$ cat config.mk
export PLATFORM = sky130hd
export DESIGN_NAME = truncated_taylor_arith
export DESIGN_NICKNAME = d
export VERILOG_FILES = /design/src/rtl/core/tta_pkg.sv /design/src/rtl/core/tta_mac.sv /design/src/rtl/core/tta_div.sv /design/src/rtl/core/truncated_taylor_arith.sv
export SDC_FILE = /design/constraint.sdc
export NUM_CORES = 2
export LEC_CHECK = 0
export ABC_AREA = 1
export CORE_MARGIN = 2
export CORE_UTILIZATION = 30
export DETAILED_ROUTE_END_ITERATION = 8
export DONT_BUFFER_PORTS = 1
export PLACE_DENSITY = 0.52
export SYNTH_ARGS = -nofsm -noshare
export SYNTH_HDL_FRONTEND = slang
export SYNTH_SLANG_ARGS = --single-unit
$ cat constraint.sdc
create_clock -name i_clk -period 18.07 [get_ports i_clk]
set_clock_uncertainty 0.2 [all_clocks]
set_input_delay 2.7105 -clock i_clk [delete_from_list [all_inputs] [get_ports i_clk]]
set_output_delay 2.7105 -clock i_clk [all_outputs]
set_load 0.02 [all_outputs]
$ cat src/rtl/core/tta_pkg.sv
`timescale 1ns / 1ps
// ----------------------------------------------------------------------------
// tta_pkg
// Shared types, operation codes and saturation helper for the truncated
// Taylor series arithmetic block.
// ----------------------------------------------------------------------------
package tta_pkg;

    localparam int COEFF_W = 32;

    typedef logic [2:0] t_mode;

    localparam t_mode MODE_ADD = 3'd0;
    localparam t_mode MODE_SUB = 3'd1;
    localparam t_mode MODE_NEG = 3'd2;
    localparam t_mode MODE_MUL = 3'd3;
    localparam t_mode MODE_DIV = 3'd4;

    localparam logic signed [COEFF_W-1:0] COEFF_MAX = {1'b0, {(COEFF_W-1){1'b1}}};
    localparam logic signed [COEFF_W-1:0] COEFF_MIN = {1'b1, {(COEFF_W-1){1'b0}}};

    // one product term handed to the shared multiply-accumulate unit
    typedef struct packed {
        logic vld;
        logic sub;
    } t_mac_term;

    function automatic logic signed [COEFF_W-1:0] f_sat32(input logic signed [63:0] x);
        logic signed [COEFF_W-1:0] res;
        if (x > 64'(COEFF_MAX)) begin
            res = COEFF_MAX;
        end else if (x < 64'(COEFF_MIN)) begin
            res = COEFF_MIN;
        end else begin
            res = x[COEFF_W-1:0];
        end
        return res;
    endfunction

endpackage

$ cat src/rtl/core/tta_mac.sv
`timescale 1ns / 1ps
// ----------------------------------------------------------------------------
// tta_mac
// Shared multiply-accumulate unit: registered 32x32 product, then floor
// shift, saturation and add or subtract into a wide accumulator.
// ----------------------------------------------------------------------------
module tta_mac #(
    parameter int FRAC_BITS = 16,
    parameter int ACC_W     = 36
) (
    input  logic                                i_clk,
    input  logic                                i_rst_n,
    input  logic                                i_clear,
    input  logic signed [ACC_W-1:0]             i_init,
    input  tta_pkg::t_mac_term                  i_term,
    input  logic signed [tta_pkg::COEFF_W-1:0]  i_x,
    input  logic signed [tta_pkg::COEFF_W-1:0]  i_y,
    output logic signed [ACC_W-1:0]             o_acc,
    output logic                                o_idle
);
    import tta_pkg::*;

    logic                        r_prod_vld;
    logic                        r_prod_sub;
    logic signed [63:0]          r_prod;
    logic signed [ACC_W-1:0]     r_acc;
    logic signed [COEFF_W-1:0]   w_term;

    // arithmetic shift right is the floor of the scaled product
    assign w_term = f_sat32(r_prod >>> FRAC_BITS);

    always_ff @(posedge i_clk) begin
        if (!i_rst_n) begin
            r_prod_vld <= 1'b0;
            r_prod_sub <= 1'b0;
        end else begin
            r_prod_vld <= i_term.vld;
            r_prod_sub <= i_term.sub;
        end
    end

    always_ff @(posedge i_clk) begin
        r_prod <= 64'(i_x) * 64'(i_y);
        if (i_clear) begin
            r_acc <= i_init;
        end else if (r_prod_vld) begin
            if (r_prod_sub) begin
                r_acc <= r_acc - ACC_W'(w_term);
            end else begin
                r_acc <= r_acc + ACC_W'(w_term);
            end
        end
    end

    assign o_acc  = r_acc;
    assign o_idle = !r_prod_vld;

endmodule

$ cat src/rtl/core/tta_div.sv
`timescale 1ns / 1ps
// ----------------------------------------------------------------------------
// tta_div
// Radix-2 restoring divider: (s << FRAC_BITS) / d, truncated toward zero
// and saturated to 32 bits. One quotient bit per cycle.
// ----------------------------------------------------------------------------
module tta_div #(
    parameter int FRAC_BITS = 16
) (
    input  logic                                i_clk,
    input  logic                                i_rst_n,
    input  logic                                i_start,
    input  logic signed [tta_pkg::COEFF_W-1:0]  i_dividend,
    input  logic signed [tta_pkg::COEFF_W-1:0]  i_divisor,
    output logic                                o_done,
    output logic signed [tta_pkg::COEFF_W-1:0]  o_quot
);
    import tta_pkg::*;

    localparam int NUM_W = COEFF_W + FRAC_BITS;
    localparam int CNT_W = $clog2(NUM_W + 1);

    logic                  r_busy;
    logic                  r_done;
    logic [CNT_W-1:0]      r_cnt;
    logic [NUM_W-1:0]      r_sh;
    logic [COEFF_W-1:0]    r_rem;
    logic [COEFF_W-1:0]    r_dmag;
    logic                  r_neg;

    logic [COEFF_W-1:0]    w_s_mag;
    logic [COEFF_W-1:0]    w_d_mag;
    logic [COEFF_W:0]      w_rem_sh;
    logic [COEFF_W:0]      w_rem_sub;
    logic                  w_ge;
    logic                  w_too_big;

    assign w_s_mag   = i_dividend[COEFF_W-1] ? (~i_dividend + 1'b1) : i_dividend;
    assign w_d_mag   = i_divisor[COEFF_W-1]  ? (~i_divisor + 1'b1)  : i_divisor;
    assign w_rem_sh  = {r_rem, r_sh[NUM_W-1]};
    assign w_rem_sub = w_rem_sh - {1'b0, r_dmag};
    assign w_ge      = (w_rem_sh >= {1'b0, r_dmag});

    always_ff @(posedge i_clk) begin
        if (!i_rst_n) begin
            r_busy <= 1'b0;
            r_done <= 1'b0;
            r_cnt  <= '0;
        end else begin
            r_done <= 1'b0;
            if (i_start) begin
                r_busy <= 1'b1;
                r_cnt  <= CNT_W'(NUM_W);
            end else if (r_busy) begin
                r_cnt <= r_cnt - 1'b1;
                if (r_cnt == CNT_W'(1)) begin
                    r_busy <= 1'b0;
                    r_done <= 1'b1;
                end
            end
        end
    end

    always_ff @(posedge i_clk) begin
        if (i_start) begin
            r_sh   <= NUM_W'(w_s_mag) << FRAC_BITS;
            r_rem  <= '0;
            r_dmag <= w_d_mag;
            r_neg  <= i_dividend[COEFF_W-1] ^ i_divisor[COEFF_W-1];
        end else if (r_busy) begin
            // dividend bits shift out the top, quotient bits shift in below
            r_sh  <= {r_sh[NUM_W-2:0], w_ge};
            r_rem <= w_ge ? w_rem_sub[COEFF_W-1:0] : w_rem_sh[COEFF_W-1:0];
        end
    end

    // negative side may reach 2^31, positive side only 2^31 - 1
    always_comb begin
        if (r_neg) begin
            w_too_big = (|r_sh[NUM_W-1:COEFF_W]) ||
                        (r_sh[COEFF_W-1] && (|r_sh[COEFF_W-2:0]));
            o_quot    = w_too_big ? COEFF_MIN : (~r_sh[COEFF_W-1:0] + 1'b1);
        end else begin
            w_too_big = |r_sh[NUM_W-1:COEFF_W-1];
            o_quot    = w_too_big ? COEFF_MAX : r_sh[COEFF_W-1:0];
        end
    end

    assign o_done = r_done;

endmodule

$ cat src/rtl/core/truncated_taylor_arith.sv
`timescale 1ns / 1ps
// ----------------------------------------------------------------------------
// truncated_taylor_arith
// Add, sub, neg, Cauchy product and series division of truncated Taylor
// coefficient vectors, one coefficient pair per request.
// ----------------------------------------------------------------------------
// Usage:
//   Input channel (i_in_valid / o_in_stall) carries coefficient n of a and b,
//   lowest index first; i_start_req marks coefficient 0 and latches i_mode.
//   Output channel (o_out_valid / i_out_stall) returns result coefficient n,
//   o_last at n == min(series_order, MAX_ORDER), o_div_zero for div with b0=0.
//   i_cfg_we writes series_order; write it only while the block is idle.
// Sequencing, accept to result valid:
//   add/sub/neg: result registered, then moved to the output register.  mul: n+1 terms through the MAC.
//   div: n terms through the MAC (none at n = 0), then the bit-serial divider
//   when b0 != 0.
//   One request is in work at a time, stepped by the sequencer through the
//   single MAC and the bit-serial divider.
// Stall: a finished result waits in the output register; the next request is
//   accepted and worked meanwhile and parks until the output register frees.
// Reset: synchronous, clears index, latched mode (add), zero-divisor flag and
//   sets series_order to 1. Coefficient stores need no clearing.
// ----------------------------------------------------------------------------
module truncated_taylor_arith #(
    parameter int MAX_ORDER = 7,
    parameter int FRAC_BITS = 16
) (
    input  logic                                i_clk,
    input  logic                                i_rst_n,
    input  logic                                i_cfg_we,
    input  logic [2:0]                          i_cfg_wdata,
    input  logic                                i_in_valid,
    output logic                                o_in_stall,
    input  tta_pkg::t_mode                      i_mode,
    input  logic                                i_start_req,
    input  logic signed [tta_pkg::COEFF_W-1:0]  i_a_coeff,
    input  logic signed [tta_pkg::COEFF_W-1:0]  i_b_coeff,
    output logic                                o_out_valid,
    input  logic                                i_out_stall,
    output logic signed [tta_pkg::COEFF_W-1:0]  o_r_coeff,
    output logic                                o_last,
    output logic                                o_div_zero
);
    import tta_pkg::*;

    localparam int DEPTH = MAX_ORDER + 1;
    localparam int IDX_W = $clog2(DEPTH);
    localparam int OW    = (IDX_W > 3) ? IDX_W : 3;
    localparam int ACC_W = COEFF_W + IDX_W + 1;

    typedef enum logic [4:0] {
        S_IDLE  = 5'b00001,
        S_ISSUE = 5'b00010,
        S_DRAIN = 5'b00100,
        S_DIV   = 5'b01000,
        S_DONE  = 5'b10000
    } t_state;

    t_state                    r_state, n_state;
    logic [2:0]                r_series_order;
    logic [IDX_W-1:0]          r_idx;
    t_mode                     r_mode;
    logic                      r_zdiv;
    logic signed [COEFF_W-1:0] r_b0;
    logic [IDX_W-1:0]          r_n;
    logic [IDX_W-1:0]          r_cnt;
    logic signed [COEFF_W-1:0] r_res;
    logic                      r_q_vld;
    logic signed [COEFF_W-1:0] r_a_q;
    logic signed [COEFF_W-1:0] r_b_q;
    logic signed [COEFF_W-1:0] r_r_q;
    logic                      r_out_vld;
    logic signed [COEFF_W-1:0] r_out_coeff;
    logic                      r_out_last;
    logic                      r_out_dz;

    logic signed [COEFF_W-1:0] a_mem [DEPTH];
    logic signed [COEFF_W-1:0] b_mem [DEPTH];
    logic signed [COEFF_W-1:0] r_mem [DEPTH];

    logic [OW-1:0]             w_cfg_ext;
    logic [IDX_W-1:0]          w_ord;
    logic                      w_in_acc;
    t_mode                     w_mode;
    logic [IDX_W-1:0]          w_n;
    logic signed [COEFF_W-1:0] w_simple;
    logic                      w_drained;
    logic                      w_out_free;
    logic                      w_last;
    logic signed [ACC_W-1:0]   w_acc;
    logic                      w_mac_idle;
    logic signed [COEFF_W-1:0] w_s;
    logic signed [COEFF_W-1:0] w_zsat;
    logic                      w_div_start;
    logic                      w_div_done;
    logic signed [COEFF_W-1:0] w_quot;
    logic                      w_is_mul;
    logic                      w_is_div;
    logic [IDX_W-1:0]          w_rev;
    t_mac_term                 w_term;

    assign w_cfg_ext = OW'(r_series_order);
    assign w_ord     = (w_cfg_ext < OW'(MAX_ORDER)) ? IDX_W'(w_cfg_ext) : IDX_W'(MAX_ORDER);

    assign o_in_stall = (r_state != S_IDLE);
    assign w_in_acc   = i_in_valid && !o_in_stall;
    assign w_mode     = i_start_req ? i_mode : r_mode;
    // a start or an index past the current order opens a new vector
    assign w_n        = (i_start_req || (r_idx > w_ord)) ? '0 : r_idx;

    assign w_is_mul   = (r_mode == MODE_MUL);
    assign w_is_div   = (r_mode == MODE_DIV);
    assign w_rev      = r_n - r_cnt;
    assign w_last     = (r_n == w_ord);
    assign w_out_free = !r_out_vld || !i_out_stall;
    assign w_drained  = !r_q_vld && w_mac_idle;

    assign w_s    = f_sat32(64'(w_acc));
    assign w_zsat = w_s[COEFF_W-1] ? COEFF_MIN : ((|w_s) ? COEFF_MAX : '0);

    assign w_div_start = (r_state == S_DRAIN) && w_drained && w_is_div && !r_zdiv;

    always_comb begin
        case (w_mode)
            MODE_SUB: w_simple = f_sat32(64'(i_a_coeff) - 64'(i_b_coeff));
            MODE_NEG: w_simple = f_sat32(-64'(i_a_coeff));
            default:  w_simple = f_sat32(64'(i_a_coeff) + 64'(i_b_coeff));
        endcase
    end

    always_comb begin
        n_state = r_state;
        case (r_state)
            S_IDLE: begin
                if (w_in_acc) begin
                    if (w_mode == MODE_MUL) begin
                        n_state = S_ISSUE;
                    end else if (w_mode == MODE_DIV) begin
                        n_state = (w_n == '0) ? S_DRAIN : S_ISSUE;
                    end else begin
                        n_state = S_DONE;
                    end
                end
            end
            S_ISSUE: begin
                if (r_cnt == r_n) begin
                    n_state = S_DRAIN;
                end
            end
            S_DRAIN: begin
                if (w_drained) begin
                    n_state = w_div_start ? S_DIV : S_DONE;
                end
            end
            S_DIV: begin
                if (w_div_done) begin
                    n_state = S_DONE;
                end
            end
            S_DONE: begin
                if (w_out_free) begin
                    n_state = S_IDLE;
                end
            end
            default: n_state = S_IDLE;
        endcase
    end

    always_ff @(posedge i_clk) begin
        if (!i_rst_n) begin
            r_state        <= S_IDLE;
            r_series_order <= 3'd1;
            r_idx          <= '0;
            r_mode         <= MODE_ADD;
            r_zdiv         <= 1'b0;
            r_q_vld        <= 1'b0;
            r_out_vld      <= 1'b0;
        end else begin
            r_state <= n_state;
            r_q_vld <= (r_state == S_ISSUE);
            if (i_cfg_we) begin
                r_series_order <= i_cfg_wdata;
            end
            if (w_in_acc) begin
                r_mode <= w_mode;
                if (w_n == '0) begin
                    r_zdiv <= (w_mode == MODE_DIV) && (i_b_coeff == '0);
                end
            end
            if ((r_state == S_DONE) && w_out_free) begin
                r_out_vld <= 1'b1;
                r_idx     <= w_last ? '0 : r_n + 1'b1;
            end else if (!i_out_stall) begin
                r_out_vld <= 1'b0;
            end
        end
    end

    // sequencer payload
    always_ff @(posedge i_clk) begin
        if (w_in_acc) begin
            r_n <= w_n;
            if (w_n == '0) begin
                r_b0 <= i_b_coeff;
            end
            // div skips the i = 0 term, it is the b0 divide itself
            r_cnt <= (w_mode == MODE_DIV) ? IDX_W'(1) : '0;
            r_res <= w_simple;
        end else if (r_state == S_ISSUE) begin
            r_cnt <= r_cnt + 1'b1;
        end else if ((r_state == S_DRAIN) && w_drained) begin
            r_res <= (w_is_div && r_zdiv) ? w_zsat : w_s;
        end else if ((r_state == S_DIV) && w_div_done) begin
            r_res <= w_quot;
        end

        if ((r_state == S_DONE) && w_out_free) begin
            r_out_coeff <= r_res;
            r_out_last  <= w_last;
            r_out_dz    <= w_is_div && r_zdiv;
        end
    end

    // coefficient stores
    always_ff @(posedge i_clk) begin
        if (w_in_acc) begin
            a_mem[w_n] <= i_a_coeff;
            b_mem[w_n] <= i_b_coeff;
        end
        if ((r_state == S_DONE) && w_out_free) begin
            r_mem[r_n] <= r_res;
        end
        if (r_state == S_ISSUE) begin
            r_a_q <= a_mem[r_cnt];
            r_b_q <= b_mem[w_is_mul ? w_rev : r_cnt];
            r_r_q <= r_mem[w_rev];
        end
    end

    assign w_term.vld = r_q_vld;
    assign w_term.sub = w_is_div;

    tta_mac #(
        .FRAC_BITS (FRAC_BITS),
        .ACC_W     (ACC_W)
    ) u_mac (
        .i_clk   (i_clk),
        .i_rst_n (i_rst_n),
        .i_clear (w_in_acc),
        .i_init  ((w_mode == MODE_DIV) ? ACC_W'(i_a_coeff) : '0),
        .i_term  (w_term),
        .i_x     (w_is_mul ? r_a_q : r_r_q),
        .i_y     (r_b_q),
        .o_acc   (w_acc),
        .o_idle  (w_mac_idle)
    );

    tta_div #(
        .FRAC_BITS (FRAC_BITS)
    ) u_div (
        .i_clk      (i_clk),
        .i_rst_n    (i_rst_n),
        .i_start    (w_div_start),
        .i_dividend (w_s),
        .i_divisor  (r_b0),
        .o_done     (w_div_done),
        .o_quot     (w_quot)
    );

    assign o_out_valid = r_out_vld;
    assign o_r_coeff   = r_out_coeff;
    assign o_last      = r_out_last;
    assign o_div_zero  = r_out_dz;

    a_acc_leaves_idle: assert property (@(posedge i_clk) disable iff (!i_rst_n)
        w_in_acc |=> (r_state != S_IDLE))
        else $error("accepted request did not start the sequencer");

    a_issue_in_range: assert property (@(posedge i_clk) disable iff (!i_rst_n)
        (r_state == S_ISSUE) |-> (r_cnt <= r_n))
        else $error("term counter ran past the coefficient index");

    a_out_from_done: assert property (@(posedge i_clk) disable iff (!i_rst_n)
        $rose(r_out_vld) |-> $past(r_state == S_DONE))
        else $error("result presented without finishing the sequence");

    a_div_done_state: assert property (@(posedge i_clk) disable iff (!i_rst_n)
        w_div_done |-> (r_state == S_DIV))
        else $error("divider finished outside the divide step");

endmodule
==> results.yml <==
sta:
  fin_crit_sh_pct: 56.9
  timing.fmax_ghz: 0.0972
  totalNegativeSetupSlack_ns: 0
  relSlewSlack_pct: 17.5
  setup_ws_ns: 7.79
  setup_viol: 0
  hold_viol: 0
  grt_setup_unrepaired: "false"
  final.min_clock_period_ns: 10.28
  slew_viol_final: 0
  tightest_slew_ns: 1.23
die:
  ios: 112
  initial_core_util_pct: 30.1
  die-area_mm2: 0.321
  core-area_mm2: 0.315
  die_h_um: 566
  row_count: 206
  dieWidth_um: 566
detailed_routing:
  wire_per_inst_um: 22.7
  dr.first_iter.drc_count: 6133
  antenna_left: 0
  firstDrtPassIters: 6
  remaining_drc_errors: 0
  vias: 71300
  drt-total-wl_um: 326000
  viasPerCell: 4.96
run_status:
  outcome: "complete, no violations"
place:
  finalWeightedCongestion: 0.958
  io_buffers: 0
  dpl_cell_area_mm2: 0.0997
  dpl.hpwl_um: 245000
  place_ws_ns: 7.85
synth:
  synthArstFlopShare_pct: 0
  ys_warn_count: 0
  synth_top_area_cell: "edfxtp_1"
  synthDistinctLibCells: 73
  netlist.area_leader.share_pct: 33.9
  yosysMostFrequentCell: "inv_1"
  synth_area_mm2: 0.0948
  synthesis.nets: 11700
  synth_cells: 10300
  synth-seq-cells: 1192
  synth_edf_count: 1069
  netlist_top_cells_area: "edfxtp_1 (34%), fa_1 (23%), inv_1 (6.8%)"
  synthTopCellsByCount: "inv_1 (1727), nor2_1 (1687), nand2_1 (1422)"
  avgSynthCellArea_um2: 9.25
  ys.flop_type: "edfxtp_1"
  synth_seq_area_share_pct: 36.5
grt:
  antenna_found_initial: 17
  grt_pass1_wl_um: 483000
  grt_usage_pct: 20.2
  gr-total-overflow: 0
  grt_pass1_vias: 71600
  grt_max_degree: 92
worst_hold_path:
  hold_path_class: "reg2reg"
setup_path:
  cp_top_family: "adder cells"
  crit_path_start_kind: "flip-flop"
  crit_type: "reg2reg"
  critPathMaxStageDelay_ns: 1.07
  crit_arrival_ns: 10.75
  path_buf_inv: 6
  crit_slowest_cell: "fa_1"
  cpMostUsedCell: "fa_1"
  cp_max_fo: 30
  critPathRequiredTime_ns: 18.54
  critPathCaptureType: "flip-flop"
clock_tree:
  ctsResizeCount: 0
  root_buffer: "clkbuf_16"
  cts.sinks: 1192
  insertion_delay_ns: 0.81
  cts.hold.buffers_added: 0
  htreeDepth: 3
  clk_pin_slew_ns: 0.07
  cts_tree: "done"
  cts_made_buffers: 116
  clock_path_buffers: 3
  postCtsSetupBuffers: 0
layout:
  area_growth_pct: 9.27
  stdcell_area_mm2: 0.104
  drive_gt1_share_pct: 5.67
  layout.nets: 11600
flow_run:
  maxCapViolCount: 0
worst register-to-register path: cells and delay by family (launching register included):
| kind | cells | cell delay, ns |
|---|---|---|
| DFF | 1 | 0.41 |
| AOI/OAI and AO/OA | 3 | 0.39 |
| and+or+nand+nor | 8 | 2.11 |
| buffers and inverters | 6 | 1.73 |
| adders and majority gates | 9 | 5.30 |
sequential cells by signal, indices dropped and copies added (netlist names), 32 cells and up:
name / flops
u_div.r_dmag: 32
r_mem: 256
u_mac.r_prod: 48
o_r_coeff: 32
r_res: 32
b_mem: 256
r_b0: 32
u_div.r_rem: 32
r_b_q: 32
r_r_q: 32
u_mac.o_acc: 36
a_mem: 256
r_a_q: 32
u_div.r_sh: 48
per-layer routing:
metal | part of all wire, % | track usage, %
met5 | 0 | 0
met4 | 3.4 | 6.31
met3 | 6.8 | 2.75
met2 | 46 | 32.4
met1 | 44 | 28.0
cell usage in the layout, fill, tap and decap left out, types with 66 or more instances in the layout:
cell and n:
inv_1 1720, nor2_1 1673, nand2_1 1421, fa_1 1086
edfxtp_1 1069, o21ai_0 689, a21oi_1 328, ha_1 324
nand3_1 262, xor2_1 178, buf_4 144, a31oi_1 125
o22ai_1 123, dfxtp_1 123, clkbuf_16 116, nand4_1 79
xnor2_1 66
final cells by class:
cell class | count | area, µm²
fillers | 32700 | 211000
multi-input cells | 6879 | 52200
flip-flops and latches | 1192 | 34600
inverters | 1770 | 6660
well taps | 4160 | 5200
clock buffers | 150 | 3090
repair buffers | 144 | 1080
clock inverters | 65 | 825
diodes | 3 | 7.51
stage by stage:
step,hold slack [ns],cells,utilization [%]
after floorplan,0.207,10300,-
after global placement,0.213,14100,31.7
after detailed placement,0.221,14100,31.7
after CTS,0.229,14400,32.9
after global routing,0.250,14400,32.9
final,0.227,14400,32.9
kinds of logic after synthesis:
| family | Yosys count | share of synthesized area (%) |
|---|---|---|
| AO/OA/AOI/OAI | 1535 | 9.24 |
| XOR/XNOR | 245 | 2.26 |
| adder cells (fa/ha/maj) | 1412 | 27.2 |
| buffers and inverters | 2182 | 8.88 |
| flip-flops | 1192 | 36.5 |
| AND/OR/NAND/NOR | 3687 | 15.9 |
worst paths after layout:
| kind | from | end | slack [ns] | depth (start not counted) |
|---|---|---|---|---|
| max | r_mode[1] | u_mac.r_prod[63] | 7.79 | 26 |
| min reg2reg | r_q_vld | u_mac.r_prod_vld | 0.23 | 2 |
| min | r_q_vld | u_mac.r_prod_vld | 0.23 | 2 |
| max reg2reg | r_mode[1] | u_mac.r_prod[63] | 7.79 | 26 |
Power is not shown: default switching activity piles up to over one toggle a cycle in this logic, so the estimate is an artifact.
